## src/fixed_weight_vector_sampler_unit_macros.svh

```systemverilog
// Assertion macros shared by the fixed-weight vector sampler RTL
`ifndef FIXED_WEIGHT_VECTOR_SAMPLER_UNIT_MACROS_SVH
`define FIXED_WEIGHT_VECTOR_SAMPLER_UNIT_MACROS_SVH

// same-cycle implication, sampled on i_clk, off during reset
`define FWVS_ASSERT_IMP(lbl, ante, cons, msg) \
    lbl: assert property (@(posedge i_clk) disable iff (!i_rst_n) (ante) |-> (cons)) \
        else $error(msg);

// next-cycle implication
`define FWVS_ASSERT_NXT(lbl, ante, cons, msg) \
    lbl: assert property (@(posedge i_clk) disable iff (!i_rst_n) (ante) |=> (cons)) \
        else $error(msg);

`endif

```

## src/fwvs_pkg.sv

```systemverilog
// Shared types and constants of the fixed-weight vector sampler
package fwvs_pkg;

    localparam int KEY_W  = 16;   // widest position / word key
    localparam int WORD_W = 64;
    localparam int CIDX_W = 8;    // cell index, up to 256 cells
    localparam int CFG_W  = 7;

    localparam logic APB_REG_WEIGHT = 1'b0;
    localparam logic OP_LOAD        = 1'b0;
    localparam logic OP_READ        = 1'b1;

    // beat travelling down the cell row
    typedef struct packed {
        logic              vld;
        logic              dedup;  // 1: duplicate probe, 0: word readout
        logic [KEY_W-1:0]  key;    // probe position or word index
        logic              hit;
        logic [WORD_W-1:0] acc;
    } t_lane;

    // control broadcast to every cell
    typedef struct packed {
        logic              wr_en;
        logic [CIDX_W-1:0] wr_idx;
        logic [KEY_W-1:0]  wr_pos;
        logic [CIDX_W-1:0] weight;
        logic [CIDX_W-1:0] ptr;
    } t_cell_ctl;

endpackage

```

## src/fwvs_cell.sv

```systemverilog
// One cell of the position row: holds one position, updates the passing beat
module fwvs_cell #(
    parameter int POS_W = 15,
    parameter int IDX   = 0
) (
    input  logic              i_clk,
    input  logic              i_rst_n,
    input  fwvs_pkg::t_cell_ctl i_ctl,
    input  fwvs_pkg::t_lane     i_lane,
    output fwvs_pkg::t_lane     o_lane
);
    import fwvs_pkg::*;

    localparam logic [CIDX_W-1:0] MY_IDX = CIDX_W'(IDX);

    logic [POS_W-1:0] r_pos;
    t_lane            r_lane;
    t_lane            n_lane;
    logic [KEY_W-1:0] w_pos_ext;
    logic             w_act;

    assign w_pos_ext = KEY_W'(r_pos);
    assign w_act     = MY_IDX < i_ctl.weight;

    always_comb begin
        n_lane = i_lane;
        if (i_lane.dedup) begin
            if (MY_IDX == i_ctl.ptr) begin
                n_lane.key = w_pos_ext;
            end else if (MY_IDX > i_ctl.ptr && w_act && w_pos_ext == i_lane.key) begin
                n_lane.hit = 1'b1;
            end
        end else if (w_act && (w_pos_ext >> 6) == i_lane.key) begin
            n_lane.acc = i_lane.acc | (WORD_W'(1) << r_pos[5:0]);
        end
    end

    always_ff @(posedge i_clk) begin
        if (i_ctl.wr_en && i_ctl.wr_idx == MY_IDX) begin
            r_pos <= i_ctl.wr_pos[POS_W-1:0];
        end
        r_lane <= n_lane;
        if (!i_rst_n) begin
            r_lane.vld <= 1'b0;
        end
    end

    assign o_lane = r_lane;
endmodule

```

## config.mk

```make
export PLATFORM = sky130hd
export DESIGN_NAME = fwvs_cell
export DESIGN_NICKNAME = d
export VERILOG_FILES = /design/src/fixed_weight_vector_sampler_unit_macros.svh /design/src/fwvs_pkg.sv /design/src/fwvs_cell.sv
export SDC_FILE = /design/constraint.sdc
export NUM_CORES = 1
export LEC_CHECK = 0
export BUFFER_PORTS_ARGS = -buffer_cell sky130_fd_sc_hd__buf_2
export CAP_MARGIN = 20
export CORE_ASPECT_RATIO = 0.75
export CORE_MARGIN = 10
export CORE_UTILIZATION = 25
export CTS_CLUSTER_SIZE = 28
export DETAILED_ROUTE_END_ITERATION = 16
export SLEW_MARGIN = 20
export SYNTH_ARGS = -nofsm -noshare
export SYNTH_HDL_FRONTEND = slang
export SYNTH_SLANG_ARGS = --single-unit
```

## constraint.sdc

```tcl
create_clock -name i_clk -period 2.9 [get_ports i_clk]
set_input_delay 0.58 -clock i_clk [delete_from_list [all_inputs] [get_ports i_clk]]
set_output_delay 0.58 -clock i_clk [all_outputs]
set_load 0.05 [all_outputs]
```

Word level (Yosys, flattened, before mapping) --
Cells that the tools add are included.
Word-level totals: register bits 98, bits of input ports 126, output and inout bits 83, logic and storage cells 24
Cells by class: $lt $le $gt $ge 2, eq/ne operators 2, shifts and indexed selects 1, multiplexer cells 6, bitwise logic cells 1, reductions and logical operators 6
Operators with widths (count):
- $mux 64 | 2
- $or 64x64->64 | 1
- $shl 1x6->64 const A | 1
- $mux 17 | 1
- $eq 15x16->1 | 1
- $eq 9x16->1 | 1
- $logic_not 8->1 | 2
- $mux 16 | 1
- $gt 1x8->1 const A | 1
- $lt 1x8->1 const A | 1
- $logic_and 1x1->1 | 4
- $mux 1 | 2

Depth between registers and ports, before layout --
depth in word-level cells 6, depth in mapped cells 5, depth with buffers taken out 4

Least setup slack after synthesis --
No wires, ideal clock.
path kind input port to flip-flop, start point input i_ctl[34] in the netlist's numbering, end point register r_pos[0] (enable), library setup time 427 ps, data arrival time 2408 ps, required time 2473 ps, path slack 65 ps, cell stages on the path 3, buffers on the path 0, cells stage by stage nor4_1 nand3b_1 nor4_1
Between the ends: word-level cells in the longest chain between the ends 2
RTL lines:
- start: declaration | line fwvs_cell.sv:8 | input fwvs_pkg::t_cell_ctl i_ctl,
- $logic_not 8->1 | line fwvs_cell.sv:39 | if (i_ctl.wr_en && i_ctl.wr_idx == MY_IDX) begin
- $logic_and 1x1->1 | line fwvs_cell.sv:39
- end signal: assignment | line fwvs_cell.sv:40 | r_pos <= i_ctl.wr_pos[POS_W-1:0];
- end: declaration | line fwvs_cell.sv:16 | logic [POS_W-1:0] r_pos;
No other way between the ends. A chain may end at the register's enable or synchronous reset.

==> key figures <==
Setup path
  • Slowest cell on crit path: nand4_2
  • Largest stage delay, worst path: 0.51 ns
  • Worst Path Max Fanout: 16
  • Buf/Inv on CP: 1
  • Setup CP Type: input port to flop
  • CP top delay family: simple AND/OR/NAND/NOR gates
  • CP Capture Type: flop
  • Worst path required time: 3.12 ns
  • Worst Path Arrival: about 2.0 ns
  • FF-to-FF path depth: 3
  • Crit-path cells: buf_2, nor4_1, nand4_2, mux2_2
  • Critical Path Stages: 4
  • Critical Path Start Type: input port

Die
  • Starting density of the core: roughly 26%
  • Rows: 36
  • Die width: approximately 160 µm
  • Core area: around 13000 µm²
  • DIE AREA: about 19000 µm²
  • Num ports: 209
  • Die H: ~120 µm

Placement
  • Port bufs: 207
  • Placed Cells: 616
  • Routability cong.: 0.839
  • Hpwl dp: ~10000 µm

Routing
  • DRT Pass-1 Iters: 4
  • Vias/cell: roughly 4.7
  • Iter 0 DRT Violations: ~180
  • WL per Instance: 20.8 µm
  • DR DRC count: 0
  • Final ANT Viol Nets: 0
  • Via count: 2984
  • Final WL: about 13000 µm

Min path
  • Min-Delay Path Class: input port to flop
  • Cell count of the worst hold path: 1

Synthesis
  • Post-Syn Area: approximately 3400 µm²
  • Yosys warns: 0
  • Cells after synthesis: between 200 and 250
  • Synthesized Nets: about 370
  • Seq/Total Area, Yosys: between 60 and 70%
  • Unique masters post-synth: 24
  • Synth Register Bits: 98
  • Synthesized area per cell: roughly 14 µm²

Clock network
  • Cts hold-fix bufs: 0
  • Worst skew pair latency: about 0.34 ns
  • Clock Path Buffers: 2
  • Clk pin slew, worst setup/hold paths: around 0.070 ns
  • Post-CTS Setup Inserts: 0
  • H-tree depth: 3
  • CTS sink count: 98
  • CTS Buf Count: 9
  • CTS tree: done
  • Post-CTS sizing: 0
  • CTS root buffer: clkbuf_16

GRT
  • Vias in the first global route: 3276
  • GRT Overall Usage: 13.5%
  • Wire length of the first global-routing pass: 19400 µm
  • Initial antenna violation count: 1
  • Largest net degree at the start of global routing: 65
  • Grt ovf: 0

Final layout
  • Area added between synthesis and finish: 44.5%
  • Ratio of cells with drive above 1 in the final layout: a little under three fifths
  • Most frequent cells in the layout: 207 x buf_2, 83 x dfxtp_1, 60 x a41o_1, 15 x mux2_2, 15 x edfxtp_1
  • Fin cells: ~630
  • Most common cell after layout, fill and taps aside: buf_2
  • Nets: ~580
  • Layout fillers: roughly 1300

STA
  • Final Cycle Share: about three fifths
  • Rel. slew slack: between 40% and 50%
  • Setup tns final: 0 ns
  • Clock skew: between 0.009 and 0.01 ns
  • Unrepaired setup endpoints after global routing: no
  • Worst Tran Pin Value: ~0.88 ns
  • Final min period: ~1.8 ns
  • Final setup viols: 0
  • Fmax: about 0.56 GHz
  • Slew Viols, Final: 0
  • Final hold vios: 0

Pwr
  • PwrDens: around 620 nW/µm²
  • Leak Pwr: approximately 2.5 nW
  • Max rail drop VDD: about 0.26 mV

Status
  • Status: finished, final reports clean

Flow run
  • Max-Cap Viols: 0
[report_power, final]
| part | internal, mW | total, mW | switching, mW |
|---|---|---|---|
| Sequential | 1.44 | 1.46 | 0.0153 |
| Clock | 0.681 | 1.18 | 0.497 |
| Combinational | 0.146 | 0.451 | 0.306 |
[cells in the mapped netlist, drive strengths merged]
library cell,n,area share [%]
nor2,11,1.2
clkbuf,5,0.55
buf,14,4.2
edfxtp,15,13
nor3b,2,0.44
mux2,15,4.9
nand3b,1,0.22
and2,2,0.37
nor3,8,1.2
xnor2,6,1.5
nand2b,4,0.73
nor4,8,1.9
and3b,1,0.26
dfxtp,83,49
a21oi,1,0.26
xor2,3,0.77
nand2,2,0.22
nand4,3,0.73
a41o,64,19
[area by class of cell]
| cell class | instances | area, µm² | share of cell area (%) |
|---|---|---|---|
| well taps | 171 | 214 | 4.32 |
| repair buffers | 216 | 1130 | 22.8 |
| multi-input cells | 131 | 1190 | 24.1 |
| diodes | 1 | 2.50 | 0.0506 |
| flip-flops and latches | 98 | 2110 | 42.7 |
| clock inverters | 3 | 18.8 | 0.379 |
| clock buffers | 13 | 282 | 5.69 |
[state kept, by name (all words and copies together), names as in the netlist]
name,cells
o_lane,83
r_pos,15
[metal layers]
metal / wire length (µm) / up-vias / global-route usage [%]
met1: 5500 / 1426 / 16.0
met2: 6310 / 128 / 21.2
met3: 1200 / 14 / 5.74
met5: 0 / - / 0
li1: - / 1416 / -
met4: 182 / 0 / 4.95
[worst paths after layout]
kind,slack [ns],start,endpoint
max,1.12,i_ctl[3],o_lane[67]
min,0.34,i_lane[64],o_lane[64]
max reg2reg,1.13,r_pos[2],o_lane[8]
min reg2reg,0.53,r_pos[12],o_lane[77]
[through the flow]
| step | util (%) | hold slack [ns] | cell area, µm² | power (mW) | setup WS (ns) |
|---|---|---|---|---|---|
| global placement | 35.1 | 0.511 | 4630 | 1.93 | 0.826 |
| global route | 37.5 | 0.336 | 4950 | 3.20 | 1.02 |
| finish | 37.5 | 0.340 | 4950 | 3.08 | 1.12 |
| CTS | 37.4 | 0.322 | 4930 | 3.13 | 0.951 |
| detailed placement | 35.1 | 0.514 | 4630 | 1.94 | 0.736 |
| floorplan | - | 0.498 | 3420 | 1.77 | 0.0648 |
[cells by family (layout without fill, tap and decap cells)]
logic type / after synthesis / in the layout / share of synthesized area, %
compound gates: 65 / 65 / 19.1
xor+xnor: 9 / 9 / 2.30
buf+inv: 19 / 232 / 4.75
flops: 98 / 98 / 61.7
mux: 15 / 15 / 4.93
other cells: 0 / 1 / 0
simple gates: 42 / 42 / 7.23
Power figures use the tool's default switching activity.
